File: src/chca_pkg.sv
// Shared types, constants and the arctangent table of the compass heading unit.
package chca_pkg;

    localparam int ANGLE_FRAC_BITS_DEF = 7;
    localparam int CORDIC_STEPS_DEF    = 16;

    localparam int INNER_FRAC  = 20;
    localparam int TRIG_FRAC   = 30;
    localparam int TABLE_LEN   = 24;
    localparam int TAB_W       = 27;
    localparam int MAG_W       = 16;
    localparam int MAG_SHIFT   = 16;
    localparam int VEC_W       = 35;
    localparam int ROT_W       = 33;
    localparam int Z_W         = 31;
    localparam int PROD_W      = 40;
    localparam int OFS_W       = 8;
    localparam int ADDR_W      = 4;
    localparam int DATA_W      = 32;
    localparam int GAIN_Q30    = 652032875;

    localparam logic [6:0] RESET_CENTER_X     = 7'd96;
    localparam logic [5:0] RESET_CENTER_Y     = 6'd32;
    localparam logic [5:0] RESET_ARROW_LENGTH = 6'd25;

    typedef enum logic [1:0] {
        REG_CENTER_X     = 2'b00,
        REG_CENTER_Y     = 2'b01,
        REG_ARROW_LENGTH = 2'b10
    } reg_idx_t;

    typedef struct packed {
        logic [6:0] center_x;
        logic [5:0] center_y;
        logic [5:0] arrow_length;
    } cfg_t;

    typedef struct packed {
        logic ok;
        logic zero_h;
    } vec_side_t;

    typedef struct packed {
        logic [8:0]  heading_number;
        logic [15:0] arrow_angle;
        logic        ok;
    } rot_side_t;

    typedef struct packed {
        rot_side_t base;
        logic      neg;
    } trig_side_t;

    function automatic logic [TAB_W-1:0] atan_entry(input int idx);
        logic [TAB_W-1:0] v;
        case (idx)
            0:       v = 27'd47185920;
            1:       v = 27'd27855475;
            2:       v = 27'd14718068;
            3:       v = 27'd7471121;
            4:       v = 27'd3750058;
            5:       v = 27'd1876857;
            6:       v = 27'd938658;
            7:       v = 27'd469357;
            8:       v = 27'd234682;
            9:       v = 27'd117342;
            10:      v = 27'd58671;
            11:      v = 27'd29335;
            12:      v = 27'd14668;
            13:      v = 27'd7334;
            14:      v = 27'd3667;
            15:      v = 27'd1833;
            16:      v = 27'd917;
            17:      v = 27'd458;
            18:      v = 27'd229;
            19:      v = 27'd115;
            20:      v = 27'd57;
            21:      v = 27'd29;
            22:      v = 27'd14;
            23:      v = 27'd7;
            default: v = '0;
        endcase
        return v;
    endfunction

endpackage

File: src/chca_regs.sv
// APB register file holding dial centre and arrow length.
module chca_regs (
    input  logic                        clk,
    input  logic                        rst_n,
    input  logic                        psel,
    input  logic                        penable,
    input  logic                        pwrite,
    input  logic [chca_pkg::ADDR_W-1:0] paddr,
    input  logic [chca_pkg::DATA_W-1:0] pwdata,
    output logic [chca_pkg::DATA_W-1:0] prdata,
    output logic                        pready,
    output chca_pkg::cfg_t              cfg
);
    import chca_pkg::*;

    logic [6:0] center_x_reg;
    logic [5:0] center_y_reg;
    logic [5:0] arrow_length_reg;
    logic       wr_en;
    logic [1:0] idx;

    assign pready = 1'b1;
    assign wr_en  = psel && penable && pwrite && pready;
    assign idx    = paddr[3:2];

    always_ff @(posedge clk or negedge rst_n)
    begin
        if (!rst_n)
        begin
            center_x_reg     <= RESET_CENTER_X;
            center_y_reg     <= RESET_CENTER_Y;
            arrow_length_reg <= RESET_ARROW_LENGTH;
        end
        else if (wr_en)
        begin
            unique case (idx)
                REG_CENTER_X:     center_x_reg     <= pwdata[6:0];
                REG_CENTER_Y:     center_y_reg     <= pwdata[5:0];
                REG_ARROW_LENGTH: arrow_length_reg <= pwdata[5:0];
                default:          ;
            endcase
        end
    end

    always_comb
    begin
        unique case (idx)
            REG_CENTER_X:     prdata = DATA_W'(center_x_reg);
            REG_CENTER_Y:     prdata = DATA_W'(center_y_reg);
            REG_ARROW_LENGTH: prdata = DATA_W'(arrow_length_reg);
            default:          prdata = '0;
        endcase
    end

    assign cfg.center_x     = center_x_reg;
    assign cfg.center_y     = center_y_reg;
    assign cfg.arrow_length = arrow_length_reg;

endmodule

File: config.mk
export PLATFORM = sky130hd
export DESIGN_NAME = chca_regs
export DESIGN_NICKNAME = d
export VERILOG_FILES = /design/src/chca_pkg.sv /design/src/chca_regs.sv
export SDC_FILE = /design/constraint.sdc
export NUM_CORES = 1
export LEC_CHECK = 0
export BUFFER_PORTS_ARGS = -buffer_cell sky130_fd_sc_hd__buf_2
export CAP_MARGIN = 20
export CORE_MARGIN = 5
export CORE_UTILIZATION = 41
export DETAILED_ROUTE_END_ITERATION = 16
export PLACE_DENSITY = 0.84
export SYNTH_ARGS = -nofsm -noshare
export SYNTH_HDL_FRONTEND = slang
export SYNTH_SLANG_ARGS = --single-unit
File: constraint.sdc
create_clock -name clk -period 1.98 [get_ports clk]
set_clock_uncertainty 0.15 [all_clocks]
set_input_delay 0.396 -clock clk [delete_from_list [all_inputs] [get_ports clk]]
set_output_delay 0.396 -clock clk [all_outputs]
set_load 0.01 [all_outputs]
# --- After elaboration in Yosys (flattened, before gate mapping) ---
# Index checks and enable logic that the tools add are counted.
totals:
  out_inout_bits: 52
  in_bits: 41
  register_bits: 19
classes:
  eq_ne: 2
  muxes: 1
  reduce_logical: 6
ops:
  columns: ["operator", "n"]
  rows:
  - ["case mux 7 bit (3 select lines)", 1]
  - ["AND reduction 2 bit", 3]
  - ["equality test 2 x 1 -> 1 bit, second input constant", 1]
  - ["equality test 2 bit, second input constant", 1]
  - ["logical AND 1 bit", 2]
  - ["logical NOT 2 bit", 1]

# --- Logic depth before layout (Yosys ltp) ---
logic_depth:
  word_depth: 3
  ltp_mapped: 4
  ltp_nobuf: 3

# --- Least setup slack after synthesis ---
# No wires, ideal clock.
synth_path:
  path_kind: "input to output"
  start: "input paddr[2] (netlist name)"
  end: "output prdata[0] (netlist name)"
  t_arrival_ns: 1.012
  cell_stages: 4
  slack_ns: 0.422
  cell_sequence: "buf_4 -> nor2b_1 -> nand2_1 -> o21ai_0"
synth_via:
  elab_chain_len: 2
  elab_cells_between_ends: 4
  classes_between: "eq/ne: 2; mux: 1; reduce/logical: 1"
synth_lines:
  columns: ["element", "line_no", "rtl"]
  rows:
  - ["start, declared", "chca_regs.sv:8", "input logic [chca_pkg::ADDR_W-1:0] paddr,"]
  - ["equality test 2 bit (tied with other cells)", "chca_regs.sv:47", "unique case (idx)"]
  - ["case mux 7 bit (3 select lines) (*)", "chca_regs.sv:47", null]
  - ["end, declared", "chca_regs.sv:10", "output logic [chca_pkg::DATA_W-1:0] prdata,"]
# Every way passes the cells marked *; elsewhere a longest branch is shown, timed or not.

# --- Worst setup path after layout ---
# Ends and elaborated chain as after synthesis.

==> flow_metrics.env <==
export IMPL_seqCellArea_um2=483
export IMPL_synth_seq_cells=19
export IMPL_clk_transition_reported_paths_ps=100
export IMPL_crit_top_cell="buf_2"
export IMPL_clk_path_buf_depth=2
export IMPL_setup_tns_ps=0
export IMPL_multi_input_area_um2=505
export IMPL_syn_inst=93
export IMPL_ir_drop_v=0.000496
export IMPL_cp_start_kind="input pin"
export IMPL_grt_pass1_wl_um=3970
export IMPL_areaGrowthSynthToFinish_pct=14.8
export IMPL_hold_viol_final=0
export IMPL_drc=0
export IMPL_cts_max_level=1
export IMPL_synthTopCellsByArea="dfrtp_1, buf_4, dfstp_2"
export IMPL_groute_usage_overall=0.128
export IMPL_dr_pass1_iters=4
export IMPL_globalRouteOverflowTotal=0
export IMPL_avgSynthCellArea_um2=12.1
export IMPL_outcome="finished clean"
export IMPL_dpl_hpwl_um=1870
export IMPL_start_util=0.418
export IMPL_vias=768
export IMPL_die_height_um=62.4
export IMPL_synth_top_area_share=0.290
export IMPL_die_w_um=62.4
export IMPL_synth_cell_type_count=15
export IMPL_path_buf_inv=3
export IMPL_core_area_um2=2690
export IMPL_synth_top_cell_by_area="dfrtp_1"
export IMPL_synth_edf_count=0
export IMPL_synth_common_cells="buf_4, dfrtp_1, mux2_2, mux2_4"
export IMPL_dp_cells=162
export IMPL_place_gp_congestion=0.733
export IMPL_drt_vias_per_instance=4.60
export IMPL_power_density_nw_per_um2=897
export IMPL_max_freq_mhz=557
export IMPL_async_flop_share=1.00
export IMPL_ys_flop_type="dfrtp_1"
export IMPL_drive_above_1_share=0.551
export IMPL_maxSlewViolCount=0
export IMPL_portBuffers=39
export IMPL_synth_most_common_cell="buf_4"
export IMPL_cp_slowest_cell="buf_2"
export IMPL_stdcell_count=167
export IMPL_slowest_delay_ps=200
export IMPL_fill_cells=270
export IMPL_antenna_left=0
export IMPL_die_area_um2=3890
export IMPL_clockRootBuffer="clkbuf_4"
export IMPL_finalCritPeriodShare=0.906
export IMPL_grt_max_degree=20
export IMPL_cts_sinks=19
export IMPL_ios=93
export IMPL_clock_latency_ps=290
export IMPL_grt_pass1_vias=824
export IMPL_path_class="in -> out"
export IMPL_n_antenna_cell=0
export IMPL_critPathTopFamily="buffers and inverters"
export IMPL_fin_crit_ps=1790
export IMPL_drt_iter0_drc=9
export IMPL_rows=19
export IMPL_yosysWarnings=0
export IMPL_cp_required_ps=1430
export IMPL_largest_register_ffs=7
export IMPL_endpoint_kind="output pin"
export IMPL_ys_seq_area_frac=0.430
export IMPL_cap_violations=0
export IMPL_drt_total_wl_um=2390
export IMPL_routedWlPerCell_um=14.3
export IMPL_antenna_found_initial=0
export IMPL_hold_class="in -> reg"
export IMPL_cts_inserted_buffers=3
export IMPL_leakagePower_nw=0.692
export IMPL_cp_max_fo=11
export IMPL_cts_tree="built"
export IMPL_setup_viol=0
export IMPL_crit_arrival_ps=1250
export IMPL_rsz0062_at_grt="false"
export IMPL_crit_chain="buf_2, nor2b_1, buf_4, nand2_1, o21ai_0, buf_2"
export IMPL_synth_cell_area_um2=1120
export IMPL_nets=178
[metrics by stage]
stage                     hold WS (ps)  power, mW  setup slack, ps  cell area [um2]   util
after floorplan                  -49.6      0.833              422             1210      -
after global placement             189      0.953              154             1250  0.466
after detailed placement           204      0.969              116             1250  0.466
after CTS                          174       1.17              152             1290  0.480
after global routing               169       1.25             21.9             1290  0.480
final                              180       1.16              186             1290  0.480
[final timing paths]
| kind | cells after the start | startpoint | slack, ps | to |
|---|---|---|---|---|
| worst max-delay path | 6 | paddr[2] | 190 | prdata[0] |
| worst min-delay path | 2 | pwdata[6] | 180 | center_x_reg[6] |
| worst max register to register | 1 | center_y_reg[0] | 1040 | center_y_reg[0] |
| worst min register to register | 1 | center_x_reg[4] | 400 | center_x_reg[4] |
| max in group asynchronous | 2 | rst_n | 950 | center_x_reg[6] |
| min in group asynchronous | 2 | rst_n | 390 | center_y_reg[0] |
[cells in the final DEF (no fill, tap or decap)]
| cell type | netlist | final |
|---|---|---|
| nor2b_1 | 1 | 1 |
| or3_1 | 1 | 1 |
| dfstp_2 | 6 | 6 |
| mux2i_1 | 6 | 6 |
| o21ai_0 | 6 | 6 |
| buf_4 | 27 | 4 |
| nor3b_2 | 2 | 2 |
| buf_2 | 0 | 39 |
| conb_1 | 2 | 26 |
| dfrtp_1 | 13 | 13 |
| mux2_2 | 12 | 12 |
| nor3b_1 | 1 | 1 |
| dlygate4sd3_1 | 0 | 1 |
| mux2_4 | 7 | 7 |
| clkinv_2 | 0 | 1 |
| clkbuf_4 | 0 | 3 |
| nand2_1 | 6 | 6 |
| nand3_2 | 1 | 1 |
[where the power goes]
part | leakage (nW) | switching [mW] | internal, mW
Clock | 0.0177 | 0.122 | 0.0754
Sequential | 0.222 | 0.0702 | 0.500
Combinational | 0.452 | 0.191 | 0.199
[layer usage]
metal / vias to the layer above / part of all wire / global-route usage
li1: 347 / - / -
met1: 365 / 0.40 / 0.151
met2: 53 / 0.47 / 0.216
met3: 3 / 0.12 / 0.0378
met4: 0 / 0.013 / 0.0477
met5: - / 0 / 0
[cell type report]
class,instances,area share
clock inverter,1,0.00388
clock buffer,3,0.0175
multi-input combinational,69,0.392
tap,31,0.0301
timing repair buffer,44,0.182
sequential,19,0.374
[timing repair]
item / in CTS / in global routing
gates resized for setup: 0 / 0
buffers inserted: 0 / 0
hold endpoints to repair: 13 / 0
setup endpoints to repair: 0 / 0
hold buffers: 1 / 0
[cells by family (layout without fill, tap and decap cells)]
| family | count (synthesis) | in the layout | share of synthesized area |
|---|---|---|---|
| buf+inv | 29 | 48 | 0.200 |
| mux | 25 | 25 | 0.267 |
| flops | 19 | 19 | 0.430 |
| simple gates | 12 | 12 | 0.0690 |
| compound gates | 6 | 6 | 0.0267 |
| other cells | 2 | 26 | 0.00668 |
Note: power is estimated with default switching activity, not from simulation.
