<file path="src/chca_pkg.sv">
// Shared types, constants and the arctangent table of the compass heading unit.
package chca_pkg;

    localparam int ANGLE_FRAC_BITS_DEF = 7;
    localparam int CORDIC_STEPS_DEF    = 16;

    localparam int INNER_FRAC  = 20;
    localparam int TRIG_FRAC   = 30;
    localparam int TABLE_LEN   = 24;
    localparam int TAB_W       = 27;
    localparam int MAG_W       = 16;
    localparam int MAG_SHIFT   = 16;
    localparam int VEC_W       = 35;
    localparam int ROT_W       = 33;
    localparam int Z_W         = 31;
    localparam int PROD_W      = 40;
    localparam int OFS_W       = 8;
    localparam int ADDR_W      = 4;
    localparam int DATA_W      = 32;
    localparam int GAIN_Q30    = 652032875;

    localparam logic [6:0] RESET_CENTER_X     = 7'd96;
    localparam logic [5:0] RESET_CENTER_Y     = 6'd32;
    localparam logic [5:0] RESET_ARROW_LENGTH = 6'd25;

    typedef enum logic [1:0] {
        REG_CENTER_X     = 2'b00,
        REG_CENTER_Y     = 2'b01,
        REG_ARROW_LENGTH = 2'b10
    } reg_idx_t;

    typedef struct packed {
        logic [6:0] center_x;
        logic [5:0] center_y;
        logic [5:0] arrow_length;
    } cfg_t;

    typedef struct packed {
        logic ok;
        logic zero_h;
    } vec_side_t;

    typedef struct packed {
        logic [8:0]  heading_number;
        logic [15:0] arrow_angle;
        logic        ok;
    } rot_side_t;

    typedef struct packed {
        rot_side_t base;
        logic      neg;
    } trig_side_t;

    function automatic logic [TAB_W-1:0] atan_entry(input int idx);
        logic [TAB_W-1:0] v;
        case (idx)
            0:       v = 27'd47185920;
            1:       v = 27'd27855475;
            2:       v = 27'd14718068;
            3:       v = 27'd7471121;
            4:       v = 27'd3750058;
            5:       v = 27'd1876857;
            6:       v = 27'd938658;
            7:       v = 27'd469357;
            8:       v = 27'd234682;
            9:       v = 27'd117342;
            10:      v = 27'd58671;
            11:      v = 27'd29335;
            12:      v = 27'd14668;
            13:      v = 27'd7334;
            14:      v = 27'd3667;
            15:      v = 27'd1833;
            16:      v = 27'd917;
            17:      v = 27'd458;
            18:      v = 27'd229;
            19:      v = 27'd115;
            20:      v = 27'd57;
            21:      v = 27'd29;
            22:      v = 27'd14;
            23:      v = 27'd7;
            default: v = '0;
        endcase
        return v;
    endfunction

endpackage

</file>
<file path="src/chca_angle.sv">
// Heading rounding and wrap, displayed number and arrow angle, three stages.
module chca_angle #(
    parameter int ANGLE_FRAC_BITS = chca_pkg::ANGLE_FRAC_BITS_DEF,
    localparam int HeadW = $clog2(360 << ANGLE_FRAC_BITS)
) (
    input  logic                            clk,
    input  logic                            rst_n,
    input  logic                            in_valid,
    output logic                            in_ready,
    input  logic signed [chca_pkg::Z_W-1:0] z_in,
    input  chca_pkg::vec_side_t             side_in,
    output logic                            out_valid,
    input  logic                            out_ready,
    output logic [HeadW-1:0]                arrow,
    output chca_pkg::rot_side_t             side_out
);
    import chca_pkg::*;

    localparam int Shift = INNER_FRAC - ANGLE_FRAC_BITS;
    localparam int AW    = (HeadW > 16) ? HeadW : 16;
    localparam logic signed [Z_W-1:0] Rnd    = Z_W'(1 << (Shift - 1));
    localparam logic signed [Z_W-1:0] RndWrp = Z_W'((360 << INNER_FRAC) + (1 << (Shift - 1)));
    localparam logic [HeadW:0] Full    = (HeadW+1)'(360 << ANGLE_FRAC_BITS);
    localparam logic [HeadW:0] Half    = (HeadW+1)'(180 << ANGLE_FRAC_BITS);
    localparam logic [HeadW:0] NumBase = (HeadW+1)'(540 << ANGLE_FRAC_BITS);

    logic [2:0] v_reg;
    logic [3:0] rdy;

    logic signed [Z_W-1:0] zr;
    logic [HeadW-1:0]      ha_reg;
    logic                  oka_reg;
    logic [HeadW-1:0]      hb_reg;
    logic                  okb_reg;
    logic [HeadW:0]        hb_ext;
    logic [HeadW:0]        num;
    logic [HeadW:0]        num_w;
    logic [HeadW:0]        arr;
    logic [HeadW:0]        arr_w;
    logic [AW-1:0]         arr_a;
    logic [HeadW-1:0]      arrow_reg;
    rot_side_t             side_reg;

    assign zr = z_in + (z_in[Z_W-1] ? RndWrp : Rnd);

    // round to the output grid
    always_ff @(posedge clk)
    begin
        if (rdy[0])
        begin
            ha_reg  <= side_in.zero_h ? '0 : HeadW'(zr >>> Shift);
            oka_reg <= side_in.ok;
        end
    end

    // wrap a full turn to zero
    always_ff @(posedge clk)
    begin
        if (rdy[1])
        begin
            hb_reg  <= ({1'b0, ha_reg} >= Full) ? HeadW'({1'b0, ha_reg} - Full) : ha_reg;
            okb_reg <= oka_reg;
        end
    end

    assign hb_ext = {1'b0, hb_reg};
    assign num    = NumBase - hb_ext;
    assign num_w  = (num >= Full) ? num - Full : num;
    assign arr    = hb_ext + Half;
    assign arr_w  = (arr >= Full) ? arr - Full : arr;
    assign arr_a  = AW'(arr_w);

    always_ff @(posedge clk)
    begin
        if (rdy[2])
        begin
            arrow_reg               <= HeadW'(arr_w);
            side_reg.heading_number <= 9'(num_w >> ANGLE_FRAC_BITS);
            side_reg.arrow_angle    <= arr_a[15:0];
            side_reg.ok             <= okb_reg;
        end
    end

    assign rdy[3] = out_ready;
    assign rdy[2] = !v_reg[2] || rdy[3];
    assign rdy[1] = !v_reg[1] || rdy[2];
    assign rdy[0] = !v_reg[0] || rdy[1];

    always_ff @(posedge clk or negedge rst_n)
    begin
        if (!rst_n)
        begin
            v_reg <= '0;
        end
        else
        begin
            if (rdy[0])
            begin
                v_reg[0] <= in_valid;
            end
            if (rdy[1])
            begin
                v_reg[1] <= v_reg[0];
            end
            if (rdy[2])
            begin
                v_reg[2] <= v_reg[1];
            end
        end
    end

    assign in_ready  = rdy[0];
    assign out_valid = v_reg[2];
    assign arrow     = arrow_reg;
    assign side_out  = side_reg;

endmodule

</file>
<file path="config.mk">
export PLATFORM = sky130hd
export DESIGN_NAME = chca_angle
export DESIGN_NICKNAME = d
export VERILOG_FILES = /design/src/chca_pkg.sv /design/src/chca_angle.sv
export SDC_FILE = /design/constraint.sdc
export NUM_CORES = 1
export LEC_CHECK = 0
export BUFFER_PORTS_ARGS = -buffer_cell sky130_fd_sc_hd__buf_2
export CAP_MARGIN = 40
export CORE_MARGIN = 2
export CORE_UTILIZATION = 54
export CTS_BUF_LIST = sky130_fd_sc_hd__clkbuf_4 sky130_fd_sc_hd__clkbuf_8 sky130_fd_sc_hd__clkbuf_16
export CTS_CLUSTER_DIAMETER = 50
export DETAILED_ROUTE_END_ITERATION = 12
export GPL_ROUTABILITY_DRIVEN = 1
export PLACE_DENSITY = 0.8
export SLEW_MARGIN = 5
export SYNTH_ARGS = -nofsm -noshare
export SYNTH_HDL_FRONTEND = slang
export SYNTH_SLANG_ARGS = --single-unit
</file>
<file path="constraint.sdc">
create_clock -name clk -period 3.69 [get_ports clk]
set_clock_uncertainty 0.05 [all_clocks]
set_input_delay 0 -clock clk [delete_from_list [all_inputs] [get_ports clk]]
set_output_delay 0 -clock clk [all_outputs]
set_load 0.01 [all_outputs]
</file>
Word-level counts from Yosys, hierarchy flattened
Index checks and enable logic that the tools add are counted.
{"block": "op_classes", "addsub": 6, "multipliers": 0, "div_mod_pow": 0, "magnitude_cmp": 3, "n_eq_ne": 0, "shifts": 0, "n_mux": 4, "bitwise": 0, "n_reduce_logical": 6}
{"operator": "16-bit 2-to-1 mux", "n": 3}
{"operator": "16-bit subtractor, second input constant", "n": 3}
{"operator": "17-bit by 16-bit greater-or-equal comparator with 1-bit output, second input constant", "n": 2}
{"operator": "29-bit adder", "n": 1}
{"operator": "29-bit 2-to-1 mux", "n": 1}
{"operator": "16-bit by 15-bit adder with 17-bit output, second input constant", "n": 1}
{"operator": "17-bit by 16-bit subtractor with 17-bit output, first input constant", "n": 1}
{"operator": "16-bit greater-or-equal comparator, second input constant", "n": 1}
{"operator": "1-bit zero test", "n": 3}
{"operator": "1-bit logical OR", "n": 3}
{"block": "word_totals", "register_bits": 63, "latch_bits": 0, "ramBits": 0, "mem_bits_ro": 0, "elab_cells": 29, "mem_count": 0}

Depth between registers and ports, before layout
{"block": "logic_depth", "word_depth": 4, "ltp_mapped": 11, "mapped_depth_nobuf": 10}

Worst setup path after synthesis
Ideal clock, no wire load.
{"block": "synth_path", "path_kind": "register -> register", "startpoint": "reg hb_reg[1]", "endpoint": "reg side_reg (netlist bit side_out[23]), data pin", "setup_ns": 0.263, "arrival_ns": 3.003, "t_required_ns": 3.377, "slack_ns": 0.374, "stages_incl_launch_ff": 10, "path_buffers": 0, "path_cell_list": "edfxtp_1 -> or4_1 -> o31ai_1 -> xnor2_1 -> ha_1 -> nand2_1 -> or4_1 -> nor2b_1 -> a211o_2 -> xor2_1"}
{"block": "synth_via", "elab_chain_cells": 3, "elab_cells_between_ends": 4, "classes_between": "2 x add/sub; 1 x order compare; 1 x mux"}
{"element": "start, declared", "line": "chca_angle.sv:33", "rtl": "logic [HeadW-1:0] hb_reg;"}
{"element": "start signal, assigned", "line": "chca_angle.sv:61", "rtl": "hb_reg <= ({1'b0, ha_reg} >= Full) ? HeadW'({1'b0, ha_reg} - Full) : ha_reg;"}
{"element": "17-bit by 16-bit subtractor with 17-bit output (*)", "line": "chca_angle.sv:67", "rtl": "assign num = NumBase - hb_ext;"}
{"element": "16-bit subtractor / 17-bit by 16-bit greater-or-equal comparator with 1-bit output (equally long branches)", "line": "chca_angle.sv:68", "rtl": "assign num_w = (num >= Full) ? num - Full : num;"}
{"element": "16-bit 2-to-1 mux (*)", "line": "chca_angle.sv:68"}
{"element": "net num_w[13]", "line": "chca_angle.sv:37", "rtl": "logic [HeadW:0] num_w;"}
{"element": "end, declared", "line": "chca_angle.sv:42", "rtl": "rot_side_t side_reg;"}
The timed path passes the listed nets; every way through them passes the cells marked *.
A chain may end at the register's enable or synchronous reset.

Final worst setup path
Ends and elaborated chain as after synthesis.

==> impl_metrics.py <==
metrics = {
    "placement": {
        "place_area_um2": 3876,
        "dp_hpwl_um": 4551,
        "io_buffers": 67,
        "gp_congestion": 0.8699,
    },
    "min_path": {
        "whs_path_depth": 2,
        "worstHoldPathType": "primary input to flip-flop",
    },
    "critical_path": {
        "ff2ff_path_depth": 9,
        "path_class": "flip-flop to flip-flop",
        "end_kind": "flip-flop",
        "worstSetupStartpoint": "hb_reg[1]",
        "critPathMaxFanout": 4,
        "worstPathCellList": "or4_1 > o31ai_1 > xnor2_1 > ha_1 > nand2_1 > or4_1 > nor2b_1 > a211o_2 > xor2_1",
        "critPathTopFamily": "simple AND/OR/NAND/NOR gates",
        "path_buf_inv": 0,
        "cpMostUsedCell": "or4_1",
        "required_ns": 3.72,
        "cp-start-kind": "flip-flop",
        "slowest_delay_ns": 0.63,
        "r2r_slack_ns": 0.23,
        "endpoint": "side_out[23]",
        "critPathSlowestCell": "or4_1",
        "path_depth": 9,
        "crit_arrival_ns": 3.50,
        "worstReg2RegStart": "hb_reg[1]",
        "worstReg2RegEnd": "side_out[23]",
    },
    "clocking": {
        "cts_tree": "yes",
        "htree_num_levels": 3,
        "cts_buffers": 9,
        "cts_max_path_buffers": 2,
        "insertion_delay_ns": 0.33,
        "ctsRootBufferMaster": "clkbuf_8",
        "clock_sink_count": 63,
        "clk_pin_slew_ns": 0.07,
        "cts.repair.resized": 0,
    },
    "synthesis": {
        "seq_area_frac_synth": 0.5271,
        "yosys.area_share.simple": 0.1820,
        "syn_nets": 373,
        "synth_top_family_by_area": "simple AND/OR/NAND/NOR gates",
        "synth-main-ff-cell": "edfxtp_1",
        "yosys.area_share.adder": 0.03514,
        "synth.ff_latch_count": 63,
        "synth_compound_area_frac": 0.1163,
        "ys_types": 57,
        "async_flop_share": 0.04762,
        "ys.warnings.count": 0,
        "synth_mux_area_frac": 0.003162,
        "synth_area_per_cell_um2": 10.92,
        "synth_area_um2": 3561,
        "synth_edf_count": 60,
        "synthXorXnorAreaFrac": 0.07625,
        "syn_inst": 326,
    },
    "cells_and_area": {
        "largest_reg_flops": 26,
        "layout-drive-gt1-share": 0.2450,
        "diodes": 0,
        "layout.nets": 442,
        "area_growth_pct": 19.04,
        "layout_commonest_cell": "buf_2",
        "final_cell_mix": "buf_2 (67), edfxtp_1 (60), nor2_1 (32)",
        "design_area_um2": 4239,
    },
    "power": {
        "p_per_area_nw_per_um2": 590.3,
        "cellLeakagePower_uw": 0.001695,
        "vdd_drop_max_uv": 303.3,
        "p_total_uw": 2502,
    },
    "timing": {
        "slew_headroom": 0.4749,
        "drv_slew": 0,
        "fmax_mhz": 288.8,
        "rsz0062_at_grt": "false",
        "finalCriticalPeriod_ns": 3.463,
        "tns_ns": 0,
        "hold_viol_final": 0,
        "fin_crit_sh": 0.9385,
        "worst_pin_slew_ns": 0.7853,
        "setup_viol": 0,
    },
    "grt": {
        "grt_max_degree": 22,
        "grt_pass1_vias": 2340,
        "antenna_found_initial": 0,
        "grt.total_usage": 0.1827,
        "grt_pass1_wl_um": 10430,
        "grt_overflow": 0,
    },
    "route": {
        "avgRoutedWirePerCell_um": 13.46,
        "totalWireLength_um": 6422,
        "viasPerCell": 5.436,
        "num_vias": 2593,
        "ant_nets": 0,
        "drc": 0,
        "first_pass_iters": 4,
        "drtIter0Drc": 144,
    },
    "die": {
        "core_area_um2": 6350,
        "die_y_um": 85.21,
        "num_rows": 29,
        "io_pins": 81,
        "start_util": 0.5608,
        "dieArea_um2": 7260,
        "die_width_um": 85.21,
    },
    "status": {
        "outcome": "completed",
    },
    "flow_run": {
        "maxCapViolations": 0,
    },
}
==> cell type report <==
cell class	instances	area, um^2
Fill cell	448	2111
Sequential cell	63	1877
Multi-Input combinational cell	223	1470
Timing Repair Buffer	87	531.8
Clock buffer	10	131.4
Tap cell	77	96.34
Clock inverter	6	91.34
Inverter	11	41.29
==> synth_stat cells (2+ instances only) <==
cell type | number | area [um^2]
and2_1 | 4 | 25.02
buf_2 | 3 | 15.01
ha_1 | 10 | 125.1
nor3_1 | 12 | 60.06
or3_1 | 2 | 12.51
nand2b_1 | 7 | 43.79
xnor2_1 | 15 | 131.4
nor2_1 | 32 | 120.1
nand3b_1 | 3 | 22.52
inv_1 | 11 | 41.29
and4_1 | 2 | 17.52
or4_1 | 2 | 15.01
clkbuf_1 | 8 | 30.03
nor4_1 | 3 | 18.77
a31oi_1 | 6 | 37.54
nor2b_1 | 9 | 56.30
o22ai_1 | 3 | 18.77
o21ai_0 | 11 | 55.05
o31ai_1 | 2 | 15.01
or4_4 | 2 | 22.52
o311ai_0 | 2 | 17.52
edfxtp_1 | 60 | 1802
nand2_1 | 24 | 90.09
buf_1 | 2 | 7.510
dfrtp_1 | 3 | 75.07
a211oi_1 | 3 | 22.52
a21oi_1 | 13 | 65.06
nand4_1 | 3 | 18.77
xor2_1 | 16 | 140.1
buf_4 | 16 | 120.1
nand3_1 | 11 | 55.05
==> timing repair <==
item                      in CTS  in global routing
hold buffers                  14                  0
buffers inserted               0                  0
hold endpoints to repair      15                  0
==> routing by layer <==
metal	track usage	vias to the layer above	routed length, um
li1	-	1326	-
met1	0.2122	1168	2604
met2	0.3189	89	3384
met3	0.04086	10	330
met4	0.08802	0	102
met5	0	-	0
==> cell families after synthesis <==
group                    count (synthesis)
buffers and inverters                   40
adder cells (fa/ha/maj)                 10
multiplexers                             1
XOR/XNOR                                31
AO/OA/AOI/OAI                           58
flip-flops                              63
AND/OR/NAND/NOR                        123
==> through the flow <==
step	util	setup WS (ns)	hold slack, ns	instances
6_report	0.6676	0.2269	0.01695	477
5_1_grt	0.6676	0.05237	0.01776	477
3_5_place_dp	0.6104	0.3133	-0.2533	447
3_3_place_gp	0.6063	0.3865	-0.2563	445
4_1_cts	0.6676	0.2724	0.003520	477
2_1_floorplan	-	0.3743	-0.3456	326
==> worst min path at each step <==
stage	startpoint	to	slack, ns
2_1_floorplan	rst_n	v_reg[0]	-0.35
3_3_place_gp	rst_n	v_reg[0]	-0.26
3_5_place_dp	rst_n	v_reg[0]	-0.25
4_1_cts	z_in[21]	ha_reg[8]	0.004
5_1_grt	out_ready	oka_reg	0.02
6_report	out_ready	oka_reg	0.02
==> where the power goes <==
part	switching, uW	internal (uW)
combinational	411	331
clock	275	393
sequential	119	974
==> worst register-to-register path, delay by kind of cell, from the launching register on <==
kind | cells | cell delay, ns
DFF | 1 | 0.46
xor gates and xnor gates | 2 | 0.35
and+or+nand+nor | 4 | 1.34
adders and majority gates | 1 | 0.18
AOI/OAI and AO/OA | 2 | 0.83
No activity file was read; power rests on OpenSTA's default activity.
