<file path="src/chca_pkg.sv">
// Shared types, constants and the arctangent table of the compass heading unit.
package chca_pkg;

    localparam int ANGLE_FRAC_BITS_DEF = 7;
    localparam int CORDIC_STEPS_DEF    = 16;

    localparam int INNER_FRAC  = 20;
    localparam int TRIG_FRAC   = 30;
    localparam int TABLE_LEN   = 24;
    localparam int TAB_W       = 27;
    localparam int MAG_W       = 16;
    localparam int MAG_SHIFT   = 16;
    localparam int VEC_W       = 35;
    localparam int ROT_W       = 33;
    localparam int Z_W         = 31;
    localparam int PROD_W      = 40;
    localparam int OFS_W       = 8;
    localparam int ADDR_W      = 4;
    localparam int DATA_W      = 32;
    localparam int GAIN_Q30    = 652032875;

    localparam logic [6:0] RESET_CENTER_X     = 7'd96;
    localparam logic [5:0] RESET_CENTER_Y     = 6'd32;
    localparam logic [5:0] RESET_ARROW_LENGTH = 6'd25;

    typedef enum logic [1:0] {
        REG_CENTER_X     = 2'b00,
        REG_CENTER_Y     = 2'b01,
        REG_ARROW_LENGTH = 2'b10
    } reg_idx_t;

    typedef struct packed {
        logic [6:0] center_x;
        logic [5:0] center_y;
        logic [5:0] arrow_length;
    } cfg_t;

    typedef struct packed {
        logic ok;
        logic zero_h;
    } vec_side_t;

    typedef struct packed {
        logic [8:0]  heading_number;
        logic [15:0] arrow_angle;
        logic        ok;
    } rot_side_t;

    typedef struct packed {
        rot_side_t base;
        logic      neg;
    } trig_side_t;

    function automatic logic [TAB_W-1:0] atan_entry(input int idx);
        logic [TAB_W-1:0] v;
        case (idx)
            0:       v = 27'd47185920;
            1:       v = 27'd27855475;
            2:       v = 27'd14718068;
            3:       v = 27'd7471121;
            4:       v = 27'd3750058;
            5:       v = 27'd1876857;
            6:       v = 27'd938658;
            7:       v = 27'd469357;
            8:       v = 27'd234682;
            9:       v = 27'd117342;
            10:      v = 27'd58671;
            11:      v = 27'd29335;
            12:      v = 27'd14668;
            13:      v = 27'd7334;
            14:      v = 27'd3667;
            15:      v = 27'd1833;
            16:      v = 27'd917;
            17:      v = 27'd458;
            18:      v = 27'd229;
            19:      v = 27'd115;
            20:      v = 27'd57;
            21:      v = 27'd29;
            22:      v = 27'd14;
            23:      v = 27'd7;
            default: v = '0;
        endcase
        return v;
    endfunction

endpackage

</file>
<file path="src/chca_place.sv">
// Arrow length scaling and tip/tail placement with the output register.
module chca_place (
    input  logic                              clk,
    input  logic                              rst_n,
    input  logic                              in_valid,
    output logic                              in_ready,
    input  logic signed [chca_pkg::ROT_W-1:0] cos_q,
    input  logic signed [chca_pkg::ROT_W-1:0] sin_q,
    input  chca_pkg::trig_side_t              side_in,
    input  chca_pkg::cfg_t                    cfg,
    output logic                              out_valid,
    input  logic                              out_ready,
    output logic [8:0]                        heading_number,
    output logic [15:0]                       arrow_angle,
    output logic signed [8:0]                 tip_x,
    output logic signed [7:0]                 tip_y,
    output logic signed [8:0]                 tail_x,
    output logic signed [7:0]                 tail_y,
    output logic                              data_ok
);
    import chca_pkg::*;

    localparam logic signed [PROD_W-1:0] Bias = PROD_W'((64'd1 << TRIG_FRAC) - 64'd1);

    logic [1:0] v_reg;
    logic [2:0] rdy;

    logic signed [PROD_W-1:0] len_s;
    logic signed [PROD_W-1:0] pc_reg;
    logic signed [PROD_W-1:0] ps_reg;
    trig_side_t               sm_reg;

    logic signed [PROD_W-1:0] qc;
    logic signed [PROD_W-1:0] qs;
    logic signed [OFS_W-1:0]  tc;
    logic signed [OFS_W-1:0]  ts;
    logic signed [OFS_W-1:0]  dx;
    logic signed [OFS_W-1:0]  dy;
    logic signed [8:0]        cx9;
    logic signed [7:0]        cy8;

    logic [8:0]        heading_number_reg;
    logic [15:0]       arrow_angle_reg;
    logic signed [8:0] tip_x_reg;
    logic signed [7:0] tip_y_reg;
    logic signed [8:0] tail_x_reg;
    logic signed [7:0] tail_y_reg;
    logic              data_ok_reg;

    assign len_s = PROD_W'($signed({1'b0, cfg.arrow_length}));

    always_ff @(posedge clk)
    begin
        if (rdy[0])
        begin
            pc_reg <= PROD_W'(cos_q) * len_s;
            ps_reg <= PROD_W'(sin_q) * len_s;
            sm_reg <= side_in;
        end
    end

    // truncate toward zero, then undo the fold
    assign qc  = (pc_reg + (pc_reg[PROD_W-1] ? Bias : '0)) >>> TRIG_FRAC;
    assign qs  = (ps_reg + (ps_reg[PROD_W-1] ? Bias : '0)) >>> TRIG_FRAC;
    assign tc  = qc[OFS_W-1:0];
    assign ts  = qs[OFS_W-1:0];
    assign dx  = sm_reg.neg ? -tc : tc;
    assign dy  = sm_reg.neg ? -ts : ts;
    assign cx9 = $signed({2'b00, cfg.center_x});
    assign cy8 = $signed({2'b00, cfg.center_y});

    always_ff @(posedge clk)
    begin
        if (rdy[1])
        begin
            heading_number_reg <= sm_reg.base.heading_number;
            arrow_angle_reg    <= sm_reg.base.arrow_angle;
            data_ok_reg        <= sm_reg.base.ok;
            tip_x_reg          <= cx9 + 9'(dx);
            tail_x_reg         <= cx9 - 9'(dx);
            tip_y_reg          <= cy8 + dy;
            tail_y_reg         <= cy8 - dy;
        end
    end

    assign rdy[2] = out_ready;
    assign rdy[1] = !v_reg[1] || rdy[2];
    assign rdy[0] = !v_reg[0] || rdy[1];

    always_ff @(posedge clk or negedge rst_n)
    begin
        if (!rst_n)
        begin
            v_reg <= '0;
        end
        else
        begin
            if (rdy[0])
            begin
                v_reg[0] <= in_valid;
            end
            if (rdy[1])
            begin
                v_reg[1] <= v_reg[0];
            end
        end
    end

    assign in_ready       = rdy[0];
    assign out_valid      = v_reg[1];
    assign heading_number = heading_number_reg;
    assign arrow_angle    = arrow_angle_reg;
    assign tip_x          = tip_x_reg;
    assign tip_y          = tip_y_reg;
    assign tail_x         = tail_x_reg;
    assign tail_y         = tail_y_reg;
    assign data_ok        = data_ok_reg;

endmodule

</file>
<file path="config.mk">
export PLATFORM = sky130hd
export DESIGN_NAME = chca_place
export DESIGN_NICKNAME = d
export VERILOG_FILES = /design/src/chca_pkg.sv /design/src/chca_place.sv
export SDC_FILE = /design/constraint.sdc
export NUM_CORES = 1
export LEC_CHECK = 0
export ABC_AREA = 0
export BUFFER_PORTS_ARGS = -buffer_cell sky130_fd_sc_hd__buf_4
export CAP_MARGIN = 25
export CORE_ASPECT_RATIO = 1.5
export CORE_MARGIN = 4
export CORE_UTILIZATION = 37
export DETAILED_ROUTE_END_ITERATION = 6
export MAX_ROUTING_LAYER = met4
export REMOVE_ABC_BUFFERS = 1
export SKIP_CTS_REPAIR_TIMING = 1
export SYNTH_ARGS = -nofsm -noshare
export SYNTH_HDL_FRONTEND = slang
export SYNTH_SLANG_ARGS = --single-unit
</file>
<file path="constraint.sdc">
create_clock -name clk -period 4.4 [get_ports clk]
set_input_delay 0.66 -clock clk [delete_from_list [all_inputs] [get_ports clk]]
set_output_delay 0.66 -clock clk [all_outputs]
set_load 0.05 [all_outputs]
</file>
Word level (Yosys, flattened, before mapping)
Cells that the tools add are included.
- flip-flop bits (word level): 169
- input port bits: 116
- output and inout port bits: 62
- logic and storage cells: 33
- $mul: 2
- reductions and logical operators: 4
- mux-type cells: 4
- add/subtract/negate cells: 8
- operators with widths (cell ; number):
    33-bit by 7-bit multiplier with 40-bit output ; 2
    38-bit by 30-bit adder with 38-bit output ; 2
    30-bit two-way mux ; 2
    8-bit two-way mux ; 2
    8-bit negator ; 2
    8-bit by 8-bit adder with 9-bit output ; 1
    8-bit by 8-bit subtractor with 9-bit output ; 1
    7-bit by 8-bit adder with 8-bit output ; 1
    7-bit by 8-bit subtractor with 8-bit output ; 1
    1-bit zero test ; 2
    1-bit logical OR ; 2

Longest topological paths before layout
Gate-level depths: netlist (run 1).
- depth after elaboration: 5
- gate-level depth with buffers: 24
- mapped depth without buffers: 24

Worst setup path after synthesis (run 1)
OpenSTA, ideal clock, no wires.
- kind: input-to-reg
- start point: in cfg[2] (netlist bit)
- end point: reg ps_reg[39] (data pin)
- required time: 4135 ps
- slack: -1407 ps
- buffers on the path: 3
- setup time: 265 ps
- arrival: 5541 ps
- cell stages on the path: 20
- path through: clkbuf_1 -> clkbuf_1 -> and2_1 -> fa_1 -> fa_1 -> fa_1 -> inv_1 -> fa_1 -> inv_1 -> ha_1 -> clkbuf_1 -> a21o_1 -> a21oi_1 -> o211ai_1 -> a31o_2 -> nand3b_1 -> o311ai_0 -> o21ai_0 -> a221oi_1 -> xnor2_1
- cells in the longest elaborated chain, start to end: 1
- ends and longest elaborated chain (element ; RTL line ; RTL):
    start, declared ; chca_place.sv:10 ; input chca_pkg::cfg_t cfg,
    33-bit by 7-bit multiplier with 40-bit output ; chca_place.sv:57 ; ps_reg <= PROD_W'(sin_q) * len_s;
    end signal, assigned ; chca_place.sv:57 ;
    end, declared ; chca_place.sv:30 ; logic signed [PROD_W-1:0] ps_reg;
Every way passes these cells.
A chain may end at the register's enable or synchronous reset.

Worst setup path after layout (run 1)
- start point: in cfg[1] (netlist bit)
- end point: reg ps_reg[37] (data pin)
The elaborated chain is that of the path after synthesis.

==> flow_summary.toml, run 1 <==
[outcome]
status = "finished with violations"
violations = "negative setup slack"

[power_and_ir_drop]
p_sw_share_pct = 43.0
power.share.clock_pct = 7.8
leakagePower_nw = 13.9
power.switching_mw = 8.58
pwr-share-comb_pct = 76.3
powerDensity_nw_per_um2 = 682
p_seq_share_pct = 15.9
intPower_mw = 11.4
peakVddDrop_mv = 0.335

[cts]
htreeDepth = 4
clock_sinks = 165
cts_buffers = 17
clk_path_buf_depth = 2
cts_tree = "yes"
root_buffer = "clkbuf_16"
clkTransAtPathRegs_ps = 70
clk_latency_ps = 440

[placement]
place_congestion = 0.848
dpl.hpwl_um = 41900
dp.cells = 3395
portBuffers = 177

[timing]
rsz0062_at_grt = "true"
hold_violations = 0
fin_crit_ps = 5200
slew_headroom_pct = 54.9
setup_ws_ps = -799
setup_viol = 60
min_period_over_period_pct = 118
holdWs_ps = 388
fin_skew_ps = 8.14
fmaxAchievable_mhz = 192
worst_pin_slew_ps = 676
slew_viol_final = 0

[worst_setup_path]
path_buf_inv = 6
cp_slowest_stage_delay_ps = 510
cp_slowest_cell = "fa_1"
worst_ep_arrival_time_ps = 5390
path_cells = "buf_16 -> clkbuf_16 -> and2_1 -> fa_1 -> fa_1 -> fa_1 -> inv_1 -> fa_1 -> inv_1 -> ha_1 -> and3_1 -> a31oi_1 -> o211ai_1 -> a31o_2 -> nand3b_1 -> o311ai_2 -> buf_4 -> buf_6 -> o211ai_1 -> a31oi_1 -> o21bai_1 -> xor2_1"
worstPathMaxFanout = 6
critPathTopFamily = "adder cells"
required_ps = 4590
cp-start-kind = "input pin"
worstSetupPathType = "input pin to flop"
critPathCaptureType = "flop"
crit_top_cell = "fa_1"

[synthesis]
syn_area_per_cell_sq_um = 10.1
synth_cell_types = 68
synth_seq_cells = 165
synth_edf_count = 163
syn_area_sq_um = 21600
async_flop_share_pct = 1.21
yosysWarningCount = 0
synth_cells = 2140
yosys_most_used_dff = "edfxtp_1"
seq_area_frac_synth_pct = 22.9

[detailed_routing]
route.detailed.drc = 0
routed_via_density = 4.81
drtAntennaViolNets = 0
first_iter_violations = 534
wirelength_um = 53800
first_pass_iters = 5
num_vias = 16800
drt-wirelength-per-cell_um = 15.4

[global_routing]
grt_pass1_vias = 17900
grt_pass1_wl_um = 83800
antenna_found_initial = 5
grt_max_degree = 107
grt_usage_pct = 16.8
grt_overflow = 0

[layout]
fin_cells = 3486
drive_above_1_share_pct = 31.7
synthToLayoutAreaGrowth_pct = 35.8
nNetsFinal = 3338

[floorplanning]
die_h_um = 304
die_w_um = 205
ios = 178
num_rows = 108
initial_core_util_pct = 37.3
die-area_sq_um = 62300
core_sq_um = 57800

[min_path]
hp-class = "input pin to flop"

[flow_run]
drv_cap = 0
==> worst reg2reg max path, delay by kind of cell (launching register included) <==
kind | cells | cell delay, ps
xor+xnor | 3 | 550
fa+ha+maj | 3 | 740
flops | 1 | 420
simple gates | 3 | 580
compound gates | 8 | 1290
buf+inv | 6 | 830
==> through the flow <==
stage | util, % | total power, mW | setup slack, ps | instance area (sq um) | setup TNS [ps]
after floorplan | - | 11.0 | -995 | 21300 | -64920
after global placement | 45.7 | 15.4 | -1720 | 26400 | -65290
after detailed placement | 45.7 | 15.8 | -1760 | 26400 | -70520
after CTS | 46.7 | 17.4 | -1280 | 27000 | -41370
after global routing | 50.6 | 21.8 | -999 | 29300 | -31470
final | 50.6 | 20.0 | -799 | 29300 | -21020
==> cell type report <==
| cell class | count | area (sq um) |
|---|---|---|
| flip-flops and latches | 165 | 4940 |
| inverters | 344 | 1290 |
| multi-input cells | 1577 | 16500 |
| well taps | 770 | 963 |
| clock inverters | 15 | 189 |
| diodes | 5 | 12.5 |
| fillers | 5248 | 28600 |
| repair buffers | 593 | 4910 |
| clock buffers | 17 | 425 |
==> cell families after synthesis <==
group,count (synthesis),synth area share (%)
adders and majority gates,524,40.0
xor gates and xnor gates,114,4.67
muxes,4,0.197
AOI/OAI and AO/OA,295,8.88
DFF,165,22.9
and+or+nand+nor,640,16.4
buffers and inverters,398,6.97
==> layer usage <==
layer  GRT usage, %  wire, um
met5              -         0
met4           4.48       988
met3           2.32      1510
met2           32.3     31100
met1           18.1     20200
==> cells in the mapped netlist (all sizes together), types with 9 or more instances <==
library cell  number  area share [%]
inv              343             6.0
and2             341             9.9
fa               274              25
ha               250              15
edfxtp           163              23
nand2            103             1.8
a21oi             97             2.3
nor2              87             1.5
xnor2             80             3.3
clkbuf            50            0.87
o21ai             45             1.0
a21o              38             1.3
xor2              34             1.4
nand4             23            0.67
o21bai            19            0.66
nand2b            18            0.52
nand3             17            0.39
o21a              16            0.56
nor3              14            0.33
a31oi             12            0.35
a211oi            11            0.38
o211ai            10            0.35
nor2b              9            0.26
==> final timing paths <==
kind | start | endpoint | slack (ps) | depth (start not counted)
worst max-delay path | cfg[1] | ps_reg[37] | -800 | 22
worst min-delay path | side_in[5] | sm_reg[5] | 390 | 1
worst max register to register | ps_reg[39] | tip_y[7] | -270 | 23
worst min register to register | sm_reg[22] | heading_number[4] | 420 | 0
max in group asynchronous | rst_n | v_reg[0] | 3760 | 2
min in group asynchronous | rst_n | v_reg[1] | 550 | 2
==> power by group through the flow <==
stage                     registers (mW)  logic [mW]  clock network [mW]
after CTS                           3.12        12.7                1.61
final                               3.17        15.2                1.55
after detailed placement            3.15        12.6                   0
after global placement              3.13        12.3                   0
after global routing                3.22        16.9                1.66
after floorplan                     3.81        7.22                   0
==> layout by cell type (no fill, tap or decap), types with 39 or more instances in the layout <==
cell type / synthesis / layout
edfxtp_1: 163 / 163
buf_6: 0 / 39
fa_1: 274 / 266
a21oi_2: 1 / 41
ha_1: 250 / 206
inv_1: 343 / 326
ha_4: 0 / 39
buf_4: 2 / 530
a21oi_1: 96 / 52
nand2_1: 103 / 103
and2_1: 341 / 326
nor2_1: 87 / 65
xnor2_1: 80 / 71
Power figures use the tool's default switching activity.
==> run 2, diff against run 1 <==
- CTS_CLUSTER_SIZE: unset -> 30
- HOLD_SLACK_MARGIN: unset -> 0.02
- PLACE_DENSITY: unset -> 0.53
==> run 2 against run 1 <==
  * The run still ends with negative setup slack left
  * Clock skew grew 0.57 ps
  * Clock power decreased by 6%
  * Wire length grew 3.1%
  * Highest routed layer unchanged
==> flow_summary.toml, run 2 (same netlist as run 1, synthesis figures left out) <==
[floorplanning]
core_sq_um = 57800
die-area_sq_um = 62300
num_rows = 108
die_h_um = 304
die_w_um = 205
initial_core_util_pct = 37.3
ios = 178

[layout]
drive_above_1_share_pct = 32.4
fillers = 5319
synthToLayoutAreaGrowth_pct = 36.6
final_common_cell = "buf_4"
final_core_util_pct = 50.9
nNetsFinal = 3364
final_cell_mix = "buf_4, and2_1, inv_1, fa_1, ha_1"
fin_cells = 3511

[detailed_routing]
first_pass_iters = 4
drtAntennaViolNets = 0
num_vias = 16700
drt-wirelength-per-cell_um = 15.8
routed_via_density = 4.74
first_iter_violations = 490
route.detailed.drc = 0
wirelength_um = 55400

[cts]
clkTransAtPathRegs_ps = 70
clk_latency_ps = 440
clk_path_buf_depth = 2
htreeDepth = 4
cts_tree = "yes"
cts_buffers = 17
root_buffer = "clkbuf_16"
clock_sinks = 165

[global_routing]
grt_overflow = 0
grt_usage_pct = 17.0
grt_max_degree = 54
grt_pass1_vias = 17900
antenna_found_initial = 6
grt_pass1_wl_um = 84200

[timing]
slew_viol_final = 0
fin_skew_ps = 8.70
worst_pin_slew_ps = 806
setup_viol = 52
hold_violations = 0
min_period_over_period_pct = 121
slew_headroom_pct = 46.3
fmaxAchievable_mhz = 188
fin_crit_ps = 5320
rsz0062_at_grt = "true"
setup_ws_ps = -919

[placement]
dpl.hpwl_um = 42600
dp.cells = 3423
portBuffers = 177
place_congestion = 0.849

[min_path]
hp-start = "side_in[22]"
hp-class = "input pin to flop"

[power_and_ir_drop]
pwr-share-comb_pct = 76.4
power.switching_mw = 8.43
powerDensity_nw_per_um2 = 666
intPower_mw = 11.2
p_sw_share_pct = 43.0
peakVddDrop_mv = 0.362
power.share.clock_pct = 7.4
leakagePower_nw = 14.0
p_seq_share_pct = 16.1

[worst_setup_path]
regToRegStartpoint = "ps_reg[39]"
worstSetupPathType = "input pin to flop"
critPathLaunch = "cfg[1]"
cp-start-kind = "input pin"
worst_ep_arrival_time_ps = 5520
required_ps = 4600
critPathCaptureType = "flop"
worstPathMaxFanout = 8

[outcome]
violations = "negative setup slack"
status = "finished with violations"

[flow_run]
drv_cap = 0
[run 2: cell types whose count changed in the layout (fill, tap and decap cells not counted), moves of 6 or more]
| cell | before | now |
|---|---|---|
| buf_6 | 39 | 22 |
| fa_1 | 266 | 257 |
| nor2_1 | 65 | 71 |
| fa_2 | 8 | 17 |
| buf_4 | 530 | 571 |
[run 2: worst paths after layout]
kind,to,slack (ps),cells past startpoint
min reg2reg,heading_number[8],420,0
min,sm_reg[22],390,1
max,pc_reg[34],-920,22
min in group asynchronous,v_reg[0],540,2
max reg2reg,tip_y[7],-150,24
max in group asynchronous,v_reg[1],3770,2
[run 2: metrics by stage]
stage	setup slack [ps]	hold slack (ps)	area (sq um)	power (mW)	setup TNS [ps]
after floorplan	-995	364	21300	11.0	-64920
after global placement	-1730	401	26600	15.6	-69920
after detailed placement	-1890	405	26600	15.8	-75850
after CTS	-1420	-41.7	27200	17.4	-47290
after global routing	-1050	360	29400	21.6	-29580
final	-919	390	29400	19.6	-19610
[run 2: cell type report]
| type | instances | area, sq um | area share, % |
|---|---|---|---|
| Clock inverter | 15 | 149 | 0.506 |
| Sequential cell | 165 | 4940 | 16.8 |
| Antenna cell | 4 | 10.0 | 0.0340 |
| Inverter | 344 | 1290 | 4.39 |
| Timing Repair Buffer | 619 | 5120 | 17.4 |
| Multi-Input combinational cell | 1577 | 16500 | 56.2 |
| Tap cell | 770 | 963 | 3.27 |
| Clock buffer | 17 | 425 | 1.45 |
[run 2: power by group through the flow]
stage                     sequential [mW]  clock [mW]  combinational (mW)
after floorplan                      3.81           0                7.22
after global placement               3.12           0                12.4
after detailed placement             3.13           0                12.7
after CTS                            3.10        1.50                12.8
after global routing                 3.22        1.57                16.8
final                                3.16        1.46                15.0
[run 2: critical path: stages]
cell,delay [ps]
buf_16,140
buf_8,140
buf_12,130
and2_1,140
fa_1,480
fa_1,520
fa_1,500
inv_1,50
fa_1,480
inv_1,60
ha_4,280
nand4_1,140
or3_4,440
a31oi_2,210
o31ai_2,100
buf_4,150
a21oi_4,170
a311oi_2,130
buf_4,160
o21bai_1,170
a21oi_1,100
xnor2_1,130
[run 2: metal layers]
metal  share of wire (%)  GRT usage, %  vias to the layer above
li1                    -             -                     8169
met1                  38          17.7                     8242
met2                  58          33.5                      195
met3                 2.6          2.16                       53
met5                   0             -                        -
met4                 1.8          3.94                        0
